<file path="src/rtl/core/dspp_pkg.sv">
// Shared types, constants and microcode program for the degree sine plot point block.
package dspp_pkg;

  // Field widths of the request and result channels
  localparam int ANGLE_W = 10;
  localparam int SINE_W  = 16;
  localparam int PIX_W   = 9;
  localparam int COLOR_W = 4;

  // Parameter defaults
  localparam int DEF_TERMS     = 16;
  localparam int DEF_FRAC_BITS = 14;

  // Working format and fixed datapath widths
  localparam int WORK_FRAC = 20;
  localparam int RAD_W     = 24;  // |angle| * deg-to-rad in Q20
  localparam int SQ_W      = 27;  // square of the radians in Q20
  localparam int TERM_W    = 32;  // one series term in Q20
  localparam int SUM_W     = 34;  // signed running sum in Q20
  localparam int MAG_W     = 33;  // magnitude of the sum
  localparam int MUL_A_W   = 32;
  localparam int MUL_B_W   = 27;
  localparam int PROD_W    = MUL_A_W + MUL_B_W;
  localparam int DIV_W     = 12;  // series divisor (2k-2)(2k-1)
  localparam int KIDX_W    = 6;   // term index wide enough for the largest term count
  localparam int DIG_BITS  = 8;   // quotient bits resolved per divider cycle
  localparam int YOFF_W    = 7;

  localparam logic [14:0]        DEG_TO_RAD_Q20 = 15'd18301;
  localparam logic [6:0]         Y_SCALE        = 7'd100;
  localparam logic [PIX_W-1:0]   ORIGIN_Y       = 9'd240;
  localparam logic signed [10:0] ORIGIN_X       = 11'sd320;
  localparam logic [COLOR_W-1:0] COLOR_RESET    = 4'd15;

  // Microcode step addresses
  typedef enum logic [3:0] {
    S_IDLE = 4'd0,
    S_RAD  = 4'd1,
    S_LDR  = 4'd2,
    S_SQR  = 4'd3,
    S_LDSQ = 4'd4,
    S_MULT = 4'd5,
    S_DIVL = 4'd6,
    S_DIVS = 4'd7,
    S_ACC  = 4'd8,
    S_FIN1 = 4'd9,
    S_FIN2 = 4'd10,
    S_MULY = 4'd11,
    S_OUT  = 4'd12,
    S_DONE = 4'd13
  } step_e;

  // Operand pair for the shared multiplier
  typedef enum logic [2:0] {
    MS_NONE = 3'd0,
    MS_RAD  = 3'd1,
    MS_SQR  = 3'd2,
    MS_TERM = 3'd3,
    MS_Y    = 3'd4
  } mul_sel_e;

  // Datapath register operation
  typedef enum logic [3:0] {
    OP_NONE     = 4'd0,
    OP_ACCEPT   = 4'd1,
    OP_LOAD_R   = 4'd2,
    OP_LOAD_SQ  = 4'd3,
    OP_DIV_LOAD = 4'd4,
    OP_DIV_STEP = 4'd5,
    OP_ACC      = 4'd6,
    OP_ABS      = 4'd7,
    OP_SCALE    = 4'd8,
    OP_EMIT     = 4'd9
  } dp_op_e;

  // Branch condition: taken goes to the target, else to the next step
  typedef enum logic [2:0] {
    JC_NEVER       = 3'd0,
    JC_ALWAYS      = 3'd1,
    JC_NO_REQ      = 3'd2,
    JC_DIV_MORE    = 3'd3,
    JC_SERIES_MORE = 3'd4,
    JC_OUT_BUSY    = 3'd5
  } jmp_cond_e;

  typedef struct packed {
    mul_sel_e  mul_sel;
    dp_op_e    op;
    jmp_cond_e cond;
    step_e     target;
  } ucode_t;

  // Status flags from the datapath for branch decisions
  typedef struct packed {
    logic req;
    logic div_more;
    logic series_more;
    logic out_busy;
  } dspp_stat_t;

  // Control store
  function automatic ucode_t dspp_ucode(input step_e step);
    ucode_t uc;
    unique case (step)
      S_IDLE:  uc = '{MS_NONE, OP_ACCEPT,   JC_NO_REQ,      S_IDLE};
      S_RAD:   uc = '{MS_RAD,  OP_NONE,     JC_NEVER,       S_IDLE};
      S_LDR:   uc = '{MS_NONE, OP_LOAD_R,   JC_NEVER,       S_IDLE};
      S_SQR:   uc = '{MS_SQR,  OP_NONE,     JC_NEVER,       S_IDLE};
      S_LDSQ:  uc = '{MS_NONE, OP_LOAD_SQ,  JC_NEVER,       S_IDLE};
      S_MULT:  uc = '{MS_TERM, OP_NONE,     JC_NEVER,       S_IDLE};
      S_DIVL:  uc = '{MS_NONE, OP_DIV_LOAD, JC_NEVER,       S_IDLE};
      S_DIVS:  uc = '{MS_NONE, OP_DIV_STEP, JC_DIV_MORE,    S_DIVS};
      S_ACC:   uc = '{MS_NONE, OP_ACC,      JC_SERIES_MORE, S_MULT};
      S_FIN1:  uc = '{MS_NONE, OP_ABS,      JC_NEVER,       S_IDLE};
      S_FIN2:  uc = '{MS_NONE, OP_SCALE,    JC_NEVER,       S_IDLE};
      S_MULY:  uc = '{MS_Y,    OP_NONE,     JC_NEVER,       S_IDLE};
      S_OUT:   uc = '{MS_NONE, OP_EMIT,     JC_OUT_BUSY,    S_OUT};
      S_DONE:  uc = '{MS_NONE, OP_NONE,     JC_ALWAYS,      S_IDLE};
      default: uc = '{MS_NONE, OP_NONE,     JC_ALWAYS,      S_IDLE};
    endcase
    return uc;
  endfunction

  // Series divisor (2k-2)(2k-1) for term index k
  function automatic logic [DIV_W-1:0] dspp_divisor(input logic [KIDX_W-1:0] k);
    logic [KIDX_W:0] two_k;
    logic [KIDX_W-1:0] f_lo;
    logic [KIDX_W-1:0] f_hi;
    two_k = {k, 1'b0};
    f_lo  = KIDX_W'(two_k - 7'd2);
    f_hi  = KIDX_W'(two_k - 7'd1);
    return DIV_W'(f_lo) * DIV_W'(f_hi);
  endfunction

endpackage

</file>
<file path="src/rtl/core/dspp_in_if.sv">
// Request channel carrying one angle in degrees.
interface dspp_in_if import dspp_pkg::*; ();
  logic                      valid;
  logic                      ready;
  logic signed [ANGLE_W-1:0] angle_deg;

  modport source (output valid, output angle_deg, input ready);
  modport sink   (input valid, input angle_deg, output ready);
endinterface

</file>
<file path="src/rtl/core/dspp_out_if.sv">
// Result channel carrying the sine and its plot point.
interface dspp_out_if import dspp_pkg::*; ();
  logic                     valid;
  logic                     ready;
  logic signed [SINE_W-1:0] sine_value;
  logic [PIX_W-1:0]         pixel_x;
  logic [PIX_W-1:0]         pixel_y;
  logic [COLOR_W-1:0]       point_color;

  modport source (output valid, output sine_value, output pixel_x, output pixel_y,
                  output point_color, input ready);
  modport sink   (input valid, input sine_value, input pixel_x, input pixel_y,
                  input point_color, output ready);
endinterface

</file>
<file path="src/rtl/core/dspp_seq.sv">
// Microcode sequencer: step counter, control store lookup and branch logic.
module dspp_seq import dspp_pkg::*; (
  input  logic       clk_i,
  input  logic       rst_ni,
  input  dspp_stat_t stat_i,
  output ucode_t     ctrl_o
);

  step_e  pc_q, pc_d;
  ucode_t uc;
  logic   taken;

  // Fetch the control word of the current step
  assign uc     = dspp_ucode(pc_q);
  assign ctrl_o = uc;

  // Evaluate the branch condition
  always_comb begin
    unique case (uc.cond)
      JC_NEVER:       taken = 1'b0;
      JC_ALWAYS:      taken = 1'b1;
      JC_NO_REQ:      taken = !stat_i.req;
      JC_DIV_MORE:    taken = stat_i.div_more;
      JC_SERIES_MORE: taken = stat_i.series_more;
      JC_OUT_BUSY:    taken = stat_i.out_busy;
      default:        taken = 1'b1;
    endcase
  end

  assign pc_d = taken ? uc.target : step_e'(pc_q + 4'd1);

  // Advance the step counter
  always_ff @(posedge clk_i or negedge rst_ni) begin
    if (!rst_ni) begin
      pc_q <= S_IDLE;
    end else begin
      pc_q <= pc_d;
    end
  end

endmodule

</file>
<file path="src/rtl/core/dspp_datapath.sv">
// Datapath: shared multiplier, digit divider, series accumulator and output register.
module dspp_datapath import dspp_pkg::*; #(
  parameter int TERMS     = DEF_TERMS,
  parameter int FRAC_BITS = DEF_FRAC_BITS
) (
  input  logic               clk_i,
  input  logic               rst_ni,
  input  ucode_t             ctrl_i,
  input  logic [COLOR_W-1:0] color_i,
  output dspp_stat_t         stat_o,
  dspp_in_if.sink            in_i,
  dspp_out_if.source         out_o
);

  localparam int KW   = $clog2(TERMS + 1);
  localparam int MQW  = FRAC_BITS + 1;
  localparam int MW   = MAG_W + FRAC_BITS + 1;
  localparam int EW   = (MQW > SINE_W + 1) ? MQW : SINE_W + 1;
  localparam logic [MW-1:0] ROUND_ADD =
    (FRAC_BITS < WORK_FRAC) ? (MW'(1) << (WORK_FRAC - 1)) : '0;
  localparam logic [MW-1:0] ONE_Q = MW'(1) << FRAC_BITS;
  localparam logic [EW-1:0] POS_MAX = EW'(32767);
  localparam logic [EW-1:0] NEG_MAX = EW'(32768);

  // Request side
  logic              accept;
  logic [ANGLE_W-1:0] angle_u;
  logic [ANGLE_W-1:0] mag_d;
  logic signed [10:0] angle_x;
  logic signed [10:0] half_sum;
  logic signed [10:0] half_angle;
  logic signed [10:0] px_full;

  // Working registers
  logic               neg_angle_q;
  logic [ANGLE_W-1:0] mag_q;
  logic [PIX_W-1:0]   px_q;
  logic [SQ_W-1:0]    sq_q;
  logic [TERM_W-1:0]  term_q;
  logic [SUM_W-1:0]   sum_q;
  logic               minus_q;
  logic [KW-1:0]      k_q;
  logic [PROD_W-1:0]  p_q;
  logic [TERM_W-1:0]  qx_q;
  logic [DIV_W-1:0]   rem_q;
  logic [DIV_W-1:0]   d_q;
  logic [1:0]         dcnt_q;
  logic [MAG_W-1:0]   m20_q;
  logic               neg_q;
  logic [MQW-1:0]     mq_q;

  // Combinational helpers
  logic [MUL_A_W-1:0] mul_a;
  logic [MUL_B_W-1:0] mul_b;
  logic [PROD_W-1:0]  prod;
  logic [47:0]        sq_round;
  logic [TERM_W-1:0]  qx_step;
  logic [DIV_W-1:0]   rem_step;
  logic [SUM_W-1:0]   sum_acc;
  logic [MAG_W-1:0]   m20_d;
  logic [MW-1:0]      m_full;
  logic [MQW-1:0]     mq_d;
  logic [EW-1:0]      mq_ext;
  logic [EW-1:0]      mq_neg;
  logic [SINE_W-1:0]  sine_d;
  logic [YOFF_W-1:0]  yoff;
  logic [PIX_W-1:0]   py_d;

  // Output register
  logic               out_valid_q;
  logic [SINE_W-1:0]  sine_q;
  logic [PIX_W-1:0]   pix_x_q;
  logic [PIX_W-1:0]   pix_y_q;
  logic [COLOR_W-1:0] color_q;
  logic               out_busy;
  logic               emit;

  // Take a request only at the idle step
  assign in_i.ready = (ctrl_i.op == OP_ACCEPT);
  assign accept     = in_i.valid && in_i.ready;

  // Magnitude and screen column of the angle
  assign angle_u    = in_i.angle_deg;
  assign mag_d      = angle_u[ANGLE_W-1] ? (~angle_u + 10'd1) : angle_u;
  assign angle_x    = 11'(in_i.angle_deg);
  assign half_sum   = angle_x + $signed({10'b0, angle_u[ANGLE_W-1]});
  assign half_angle = half_sum >>> 1;
  assign px_full    = ORIGIN_X + half_angle;

  // Select operands for the shared multiplier
  always_comb begin
    case (ctrl_i.mul_sel)
      MS_RAD: begin
        mul_a = MUL_A_W'(mag_q);
        mul_b = MUL_B_W'(DEG_TO_RAD_Q20);
      end
      MS_SQR: begin
        mul_a = MUL_A_W'(term_q[RAD_W-1:0]);
        mul_b = MUL_B_W'(term_q[RAD_W-1:0]);
      end
      MS_TERM: begin
        mul_a = term_q;
        mul_b = sq_q;
      end
      MS_Y: begin
        mul_a = MUL_A_W'(mq_q);
        mul_b = MUL_B_W'(Y_SCALE);
      end
      default: begin
        mul_a = '0;
        mul_b = '0;
      end
    endcase
  end

  assign prod = PROD_W'(mul_a) * PROD_W'(mul_b);

  // Round the square back to Q20
  assign sq_round = p_q[47:0] + (48'd1 << (WORK_FRAC - 1));

  // Resolve a group of quotient bits by restoring compare and subtract
  always_comb begin
    logic [DIV_W:0] trial;
    qx_step  = qx_q;
    rem_step = rem_q;
    for (int i = 0; i < DIG_BITS; i++) begin
      trial = {rem_step, qx_step[TERM_W-1]};
      if (trial >= {1'b0, d_q}) begin
        rem_step = DIV_W'(trial - {1'b0, d_q});
        qx_step  = {qx_step[TERM_W-2:0], 1'b1};
      end else begin
        rem_step = trial[DIV_W-1:0];
        qx_step  = {qx_step[TERM_W-2:0], 1'b0};
      end
    end
  end

  // Add or subtract the new term
  assign sum_acc = minus_q ? (sum_q - SUM_W'(qx_q)) : (sum_q + SUM_W'(qx_q));

  // Magnitude of the sum
  assign m20_d = sum_q[SUM_W-1] ? MAG_W'(~sum_q + SUM_W'(1)) : MAG_W'(sum_q);

  // Rescale to the output format, rounding half up, then saturate at one
  assign m_full = ((MW'(m20_q) << FRAC_BITS) + ROUND_ADD) >> WORK_FRAC;
  assign mq_d   = (m_full > ONE_Q) ? MQW'(ONE_Q) : m_full[MQW-1:0];

  // Signed sine clamped to the output field
  assign mq_ext = EW'(mq_q);
  assign mq_neg = EW'(0) - mq_ext;
  always_comb begin
    if (neg_q) begin
      sine_d = (mq_ext > NEG_MAX) ? 16'h8000 : mq_neg[SINE_W-1:0];
    end else begin
      sine_d = (mq_ext > POS_MAX) ? 16'h7fff : mq_ext[SINE_W-1:0];
    end
  end

  // Screen row from the hundredfold sine
  assign yoff = p_q[FRAC_BITS +: YOFF_W];
  assign py_d = neg_q ? (ORIGIN_Y + PIX_W'(yoff)) : (ORIGIN_Y - PIX_W'(yoff));

  // Status to the sequencer
  assign out_busy           = out_valid_q && !out_o.ready;
  assign emit               = (ctrl_i.op == OP_EMIT) && !out_busy;
  assign stat_o.req         = in_i.valid;
  assign stat_o.div_more    = (dcnt_q != 2'd3);
  assign stat_o.series_more = (qx_q != '0) && (k_q != KW'(TERMS));
  assign stat_o.out_busy    = out_busy;

  // Control registers of the series loop
  always_ff @(posedge clk_i or negedge rst_ni) begin
    if (!rst_ni) begin
      k_q     <= '0;
      minus_q <= 1'b0;
      dcnt_q  <= '0;
    end else begin
      case (ctrl_i.op)
        OP_LOAD_R: begin
          k_q     <= KW'(2);
          minus_q <= 1'b1;
        end
        OP_DIV_LOAD: dcnt_q <= '0;
        OP_DIV_STEP: dcnt_q <= dcnt_q + 2'd1;
        OP_ACC: begin
          k_q     <= k_q + KW'(1);
          minus_q <= !minus_q;
        end
        default: ;
      endcase
    end
  end

  // Payload registers of the working datapath
  always_ff @(posedge clk_i) begin
    if (ctrl_i.mul_sel != MS_NONE) begin
      p_q <= prod;
    end
    if (accept) begin
      neg_angle_q <= angle_u[ANGLE_W-1];
      mag_q       <= mag_d;
      px_q        <= px_full[PIX_W-1:0];
    end
    case (ctrl_i.op)
      OP_LOAD_R: begin
        term_q <= TERM_W'(p_q[RAD_W-1:0]);
        sum_q  <= SUM_W'(p_q[RAD_W-1:0]);
      end
      OP_LOAD_SQ: sq_q <= sq_round[WORK_FRAC +: SQ_W];
      OP_DIV_LOAD: begin
        qx_q  <= p_q[WORK_FRAC +: TERM_W];
        rem_q <= DIV_W'(p_q[PROD_W-1:WORK_FRAC+TERM_W]);
        d_q   <= dspp_divisor(KIDX_W'(k_q));
      end
      OP_DIV_STEP: begin
        qx_q  <= qx_step;
        rem_q <= rem_step;
      end
      OP_ACC: begin
        term_q <= qx_q;
        sum_q  <= sum_acc;
      end
      OP_ABS: begin
        m20_q <= m20_d;
        neg_q <= sum_q[SUM_W-1] ^ neg_angle_q;
      end
      OP_SCALE: mq_q <= mq_d;
      default: ;
    endcase
  end

  // Hold the result until the consumer takes it
  always_ff @(posedge clk_i or negedge rst_ni) begin
    if (!rst_ni) begin
      out_valid_q <= 1'b0;
    end else if (emit) begin
      out_valid_q <= 1'b1;
    end else if (out_o.ready) begin
      out_valid_q <= 1'b0;
    end
  end

  always_ff @(posedge clk_i) begin
    if (emit) begin
      sine_q  <= sine_d;
      pix_x_q <= px_q;
      pix_y_q <= py_d;
      color_q <= color_i;
    end
  end

  assign out_o.valid       = out_valid_q;
  assign out_o.sine_value  = sine_q;
  assign out_o.pixel_x     = pix_x_q;
  assign out_o.pixel_y     = pix_y_q;
  assign out_o.point_color = color_q;

endmodule

</file>
<file path="src/rtl/core/degree_sine_plot_point.sv">
// Top level of the degree sine plot point block.
// Takes an angle in whole degrees and returns its sine in signed Q1.FRAC_BITS
// (Q1.14 by default) together with a plot point x = 320 + angle/2 and
// y = 240 - trunc(100*sine) tagged with the configured color. The sine comes
// from a Maclaurin series summed term by term on one shared multiplier and a
// divider that resolves eight quotient bits per cycle, under control of a
// microcode sequencer. Each item passes through steps that turn the angle into
// radians and square it, then a loop over the series terms after the first
// (1 to TERMS-1, stopping early when a term reaches zero) in which each term
// takes a multiply, a divider load, the divider steps and an accumulate, then
// final steps for magnitude, rescale, plot row and output; the last step waits
// for as long as an earlier result of the block still sits unclaimed in the
// output register. The result sits in an output register, and the block
// returns to idle once it is loaded there; a further request is taken while
// an earlier result still waits. Write the color register only while the
// block is idle.
module degree_sine_plot_point import dspp_pkg::*; #(
  parameter int TERMS     = DEF_TERMS,
  parameter int FRAC_BITS = DEF_FRAC_BITS
) (
  input  logic               clk_i,
  input  logic               rst_ni,
  input  logic               cfg_we_i,
  input  logic [COLOR_W-1:0] cfg_data_i,
  dspp_in_if.sink            in_i,
  dspp_out_if.source         out_o
);

  localparam int SINE_ONE = 1 << FRAC_BITS;

  logic [COLOR_W-1:0] color_q;
  ucode_t             ctrl;
  dspp_stat_t         stat;

  // Hold the color register
  always_ff @(posedge clk_i or negedge rst_ni) begin
    if (!rst_ni) begin
      color_q <= COLOR_RESET;
    end else if (cfg_we_i) begin
      color_q <= cfg_data_i;
    end
  end

  dspp_seq u_seq (
    .clk_i  (clk_i),
    .rst_ni (rst_ni),
    .stat_i (stat),
    .ctrl_o (ctrl)
  );

  dspp_datapath #(
    .TERMS     (TERMS),
    .FRAC_BITS (FRAC_BITS)
  ) u_datapath (
    .clk_i   (clk_i),
    .rst_ni  (rst_ni),
    .ctrl_i  (ctrl),
    .color_i (color_q),
    .stat_o  (stat),
    .in_i    (in_i),
    .out_o   (out_o)
  );

  // A request starts a computation, so none is taken in the following cycle
  a_no_back_to_back: assert property (@(posedge clk_i) disable iff (!rst_ni)
    in_i.valid && in_i.ready |=> !in_i.ready)
    else $error("request accepted while a computation was running");

  // The row lies on the side of the axis that the sine sign calls for
  a_row_follows_sign: assert property (@(posedge clk_i) disable iff (!rst_ni)
    out_o.valid |-> (out_o.sine_value[SINE_W-1] ? (out_o.pixel_y >= ORIGIN_Y)
                                                 : (out_o.pixel_y <= ORIGIN_Y)))
    else $error("pixel row on the wrong side of the axis");

  // The sine never exceeds one in magnitude
  a_sine_saturated: assert property (@(posedge clk_i) disable iff (!rst_ni)
    out_o.valid && (FRAC_BITS <= 14) |->
      ($signed(out_o.sine_value) <= SINE_ONE) && ($signed(out_o.sine_value) >= -SINE_ONE))
    else $error("sine beyond unit magnitude");

endmodule
</file>
<file path="src/flat_wrapper.sv">
// flat-port wrapper written by rule: the top's interface ports become plain ports
module degree_sine_plot_point_flat import dspp_pkg::*;
#(
  parameter int TERMS     = DEF_TERMS,
  parameter int FRAC_BITS = DEF_FRAC_BITS
)
  (clk_i, rst_ni, cfg_we_i, cfg_data_i, in_i_valid, in_i_angle_deg, in_i_ready, out_o_valid, out_o_sine_value, out_o_pixel_x, out_o_pixel_y, out_o_point_color, out_o_ready);
  dspp_in_if in_i_i ();
  dspp_out_if out_o_i ();
  input  logic clk_i;
  input  logic rst_ni;
  input  logic cfg_we_i;
  input  logic [COLOR_W-1:0] cfg_data_i;
  input wire logic [$bits(in_i_i.valid)-1:0] in_i_valid;
  input wire logic [$bits(in_i_i.angle_deg)-1:0] in_i_angle_deg;
  output wire logic [$bits(in_i_i.ready)-1:0] in_i_ready;
  output wire logic [$bits(out_o_i.valid)-1:0] out_o_valid;
  output wire logic [$bits(out_o_i.sine_value)-1:0] out_o_sine_value;
  output wire logic [$bits(out_o_i.pixel_x)-1:0] out_o_pixel_x;
  output wire logic [$bits(out_o_i.pixel_y)-1:0] out_o_pixel_y;
  output wire logic [$bits(out_o_i.point_color)-1:0] out_o_point_color;
  input wire logic [$bits(out_o_i.ready)-1:0] out_o_ready;
  assign in_i_i.valid = in_i_valid;
  assign in_i_i.angle_deg = in_i_angle_deg;
  assign in_i_ready = in_i_i.ready;
  assign out_o_valid = out_o_i.valid;
  assign out_o_sine_value = out_o_i.sine_value;
  assign out_o_pixel_x = out_o_i.pixel_x;
  assign out_o_pixel_y = out_o_i.pixel_y;
  assign out_o_point_color = out_o_i.point_color;
  assign out_o_i.ready = out_o_ready;
  degree_sine_plot_point #(.TERMS(TERMS), .FRAC_BITS(FRAC_BITS)) u_core (.clk_i(clk_i), .rst_ni(rst_ni), .cfg_we_i(cfg_we_i), .cfg_data_i(cfg_data_i), .in_i(in_i_i), .out_o(out_o_i));
endmodule
</file>
<file path="config.mk">
export PLATFORM = sky130hd
export DESIGN_NAME = degree_sine_plot_point_flat
export DESIGN_NICKNAME = d
export VERILOG_FILES = /design/src/rtl/core/dspp_pkg.sv /design/src/rtl/core/dspp_in_if.sv /design/src/rtl/core/dspp_out_if.sv /design/src/rtl/core/dspp_seq.sv /design/src/rtl/core/dspp_datapath.sv /design/src/rtl/core/degree_sine_plot_point.sv /design/src/flat_wrapper.sv
export SDC_FILE = /design/constraint.sdc
export NUM_CORES = 2
export LEC_CHECK = 0
export ABC_AREA = 0
export BUFFER_PORTS_ARGS = -buffer_cell sky130_fd_sc_hd__buf_2
export CAP_MARGIN = 20
export CORE_MARGIN = 3
export CORE_UTILIZATION = 30
export DETAILED_ROUTE_END_ITERATION = 6
export GPL_TIMING_DRIVEN = 0
export SLEW_MARGIN = 20
export SYNTH_ARGS = -nofsm -noshare
export SYNTH_HDL_FRONTEND = slang
export SYNTH_SLANG_ARGS = --single-unit
</file>
<file path="constraint.sdc">
create_clock -name clk_i -period 27.5 [get_ports clk_i]
set_input_delay 2.75 -clock clk_i [delete_from_list [all_inputs] [get_ports clk_i]]
set_output_delay 2.75 -clock clk_i [all_outputs]
set_load 0.05 [all_outputs]
</file>
==> results by group <==
Placed design
  • Detailed Place HPWL: 135000 microns
  • Gp weighted congestion: 0.975
  • Port Buffers: 56

CTS
  • Clk_lat worst skew: 560 ps
  • Longest Clk Path Bufs: 3
  • CTS Buf Count: 35
  • H-tree lvl count: 2
  • Clock slew at reported path FFs: 60 ps
  • Clock tree sinks: 326
  • CTS tree: built
  • CTS root buffer: clkbuf_16

Timing
  • Final setup TNS: 0 ps
  • Max Clk Rate: 39.0 MHz
  • Worst Skew: 31.4 ps
  • Slew headroom: 20.1%
  • RSZ-0062 raised after global routing: no
  • Slew at the pin closest to its max-slew limit: 1190 ps
  • Final Slew Violations: 0
  • Tmin final: 25660 ps
  • Final setup viols: 0
  • Final hold violation count: 0
  • Final period util: 93.3%

Die
  • Die height: 410 microns
  • Die width: 410 microns
  • Rows: 147
  • Core Footprint: 161000 sq um
  • IO Pins: 59
  • Die Area: 168000 sq um
  • Initial core utilization: 30.4%

Detailed routing
  • DR iter-0 viols: 3536
  • DRT Wirelength: 163000 microns
  • Routed len/inst: 21.0 microns
  • Remaining DRCs: 0
  • Post-DR vias/cell: 5.06
  • Final ANT Viol Nets: 0
  • Via Count: 39.2k
  • First-pass DRT Iterations: 7

Synth
  • Seq/Total Area, Yosys: 19.8%
  • Post-Syn Instances: 5444
  • Number of synthesized flops with an enable pin: 309
  • Ys flop type: edfxtp_1
  • Ys async rst share: 5.21%
  • Synth unique cells: 78
  • Mapped Avg Cell Area: 9.00 sq um
  • Synthesized area: 49000 sq um
  • Yosys Warn Count: 0
  • Flops & latches, synth: 326
  • Net Count, Synth: 6586

Cells and area
  • Most common cell after layout, fill and taps aside: nand2_1
  • Most frequent cells in the layout: 1073 x nand2_1, 897 x inv_1, 756 x fa_1
  • Final nets: 6696
  • Share of cells above drive strength 1: 3.98%
  • Area grow syn2layout: 8.88%

Worst setup path
  • Required @ worst endpoint: 27750 ps
  • Worst Setup End Kind: flop
  • Crit-path max FO: 10
  • Crit path DAT: 25910 ps
  • Critical Path Max Stage Delay: 670 ps
  • Critical path's slowest cell: edfxtp_1
  • CP Launch Type: flop
  • Critical path class: flop to flop
  • CP most frequent cell: o21ai_0

Status
  • Outcome: complete, no violations

Flow run
  • Max_cap viols: 0

Hold path
  • Hold Path Class: flop to flop

GRT
  • Overall routing resource usage: 19.3%
  • Number of global-route vias before repair: 39.9k
  • GR Overflow Total: 0
  • First-pass GRT wire length: 247000 microns
  • Largest net degree at the start of global routing: 52
  • Antenna violations before repair: 7
==> final cells by class <==
class	count	area, sq um
Fill cell	16800	108000
Timing Repair Buffer	73	479
Clock inverter	14	159
Sequential cell	326	9710
Clock buffer	48	945
Tap cell	2160	2700
Antenna cell	3	7.51
Buffer	226	866
Multi-Input combinational cell	3993	35100
Inverter	899	3380
==> kinds of logic (layout without fill, tap and decap cells) <==
family | count (synthesis) | count (layout) | share of synthesized area [%]
AND/OR/NAND/NOR | 1862 | 1862 | 16.2
buffers and inverters | 1125 | 1260 | 8.64
adder cells (fa/ha/maj) | 1124 | 1124 | 40.3
AO/OA/AOI/OAI | 659 | 659 | 8.47
flip-flops | 326 | 326 | 19.8
XOR/XNOR | 279 | 279 | 4.99
multiplexers | 69 | 69 | 1.55
other | 0 | 3 | 0
==> worst max-delay path, delay by kind of cell, from the launching register on <==
family          cells  cell delay [ps]
compound gates     60            13930
fa+ha+maj           8             2520
flops               1              670
buf+inv            13             3370
mux                 6             1800
simple gates       13             3030
==> state kept, by name, summed over array words and instances, names as in the netlist, 2 cells and up <==
signal	flops
u_core.u_datapath.p_q	59
u_core.u_datapath.sum_q	34
u_core.u_datapath.qx_q	32
u_core.u_datapath.term_q	32
u_core.u_datapath.m20_q	28
u_core.u_datapath.sq_q	27
u_core.u_datapath.out_o.sine_value	16
u_core.u_datapath.mq_q	15
u_core.u_datapath.rem_q	12
u_core.u_datapath.d_q	11
u_core.u_datapath.mag_q	10
u_core.u_datapath.out_o.pixel_x	9
u_core.u_datapath.out_o.pixel_y	9
u_core.u_datapath.px_q	9
u_core.u_datapath.k_q	5
u_core.color_q	4
u_core.u_datapath.out_o.point_color	4
u_core.u_seq.pc_q	4
u_core.u_datapath.dcnt_q	2
==> per-layer routing <==
metal,vias up,GRT usage (%),part of all wire [%]
li1,17500,-,-
met1,19700,25.4,41
met3,349,3.38,7.8
met5,-,0,0
met4,0,7.74,4.8
met2,1659,31.4,46
==> cell usage after synthesis, drive strengths merged (8+ instances only) <==
| cell type | n | share of area [%] |
|---|---|---|
| a211oi | 22 | 0.34 |
| or2 | 11 | 0.14 |
| a22o | 19 | 0.34 |
| and3 | 35 | 0.45 |
| nand2 | 1073 | 8.2 |
| inv | 899 | 6.9 |
| nand2b | 40 | 0.51 |
| o21ai | 184 | 1.9 |
| clkbuf | 213 | 1.6 |
| ha | 367 | 9.4 |
| a2111oi | 8 | 0.14 |
| a22oi | 12 | 0.18 |
| buf | 13 | 0.12 |
| a31oi | 26 | 0.33 |
| xnor2 | 205 | 3.7 |
| a221o | 8 | 0.16 |
| o21bai | 18 | 0.28 |
| mux2 | 50 | 1.1 |
| and2 | 67 | 0.86 |
| mux2i | 19 | 0.40 |
| o211ai | 11 | 0.17 |
| a21o | 51 | 0.78 |
| nor3 | 69 | 0.72 |
| xor2 | 74 | 1.3 |
| nor2b | 33 | 0.42 |
| o21a | 46 | 0.71 |
| nor4 | 16 | 0.24 |
| nand4 | 21 | 0.27 |
| fa | 756 | 31 |
| dfrtp | 13 | 0.66 |
| nand3 | 71 | 0.73 |
| nor2 | 377 | 2.9 |
| o31ai | 15 | 0.26 |
| edfxtp | 309 | 19 |
| a21oi | 176 | 1.8 |
| or3 | 22 | 0.32 |
| a21boi | 16 | 0.25 |
==> timing repair <==
action                     CTS  global route
setup endpoints to repair    0            12
buffers inserted             0             0
hold endpoints to repair     0             0
hold buffers                 0             0
resized for setup            0             5
==> worst paths after layout <==
path | startpoint | endpoint | slack [ps] | cells after the start
max in group asynchronous | rst_ni | u_core.u_datapath.dcnt_q[0]$_DFFE_PN0P_ | 24990 | 1
max | u_core.u_datapath.d_q[1]$_DFFE_PN_ | u_core.u_datapath.rem_q[10]$_SDFFCE_PN0P_ | 1840 | 100
min | u_core.u_datapath.px_q[7]$_DFFE_PP_ | u_core.u_datapath.out_o.pixel_x[7]$_DFFE_PP_ | 420 | 0
min reg2reg | u_core.u_datapath.px_q[7]$_DFFE_PP_ | u_core.u_datapath.out_o.pixel_x[7]$_DFFE_PP_ | 420 | 0
min in group asynchronous | rst_ni | u_core.u_datapath.k_q[2]$_DFFE_PN0P_ | 2160 | 1
max reg2reg | u_core.u_datapath.d_q[1]$_DFFE_PN_ | u_core.u_datapath.rem_q[10]$_SDFFCE_PN0P_ | 1840 | 100
==> stage by stage <==
stage | std cells | worst slack (ps) | hold slack, ps | instance area (sq um) | utilization, %
after global routing | 7739 | 109 | 425 | 53300 | 33.1
after floorplan | 5444 | 7070 | 400 | 49000 | -
after CTS | 7739 | 1580 | 418 | 53300 | 33.1
after global placement | 7660 | 1910 | 401 | 52000 | 32.2
after detailed placement | 7677 | 1660 | 405 | 52200 | 32.4
final | 7742 | 1840 | 419 | 53300 | 33.1
Power is not shown: default switching activity piles up to over one toggle a cycle in this logic, so the estimate is an artifact.
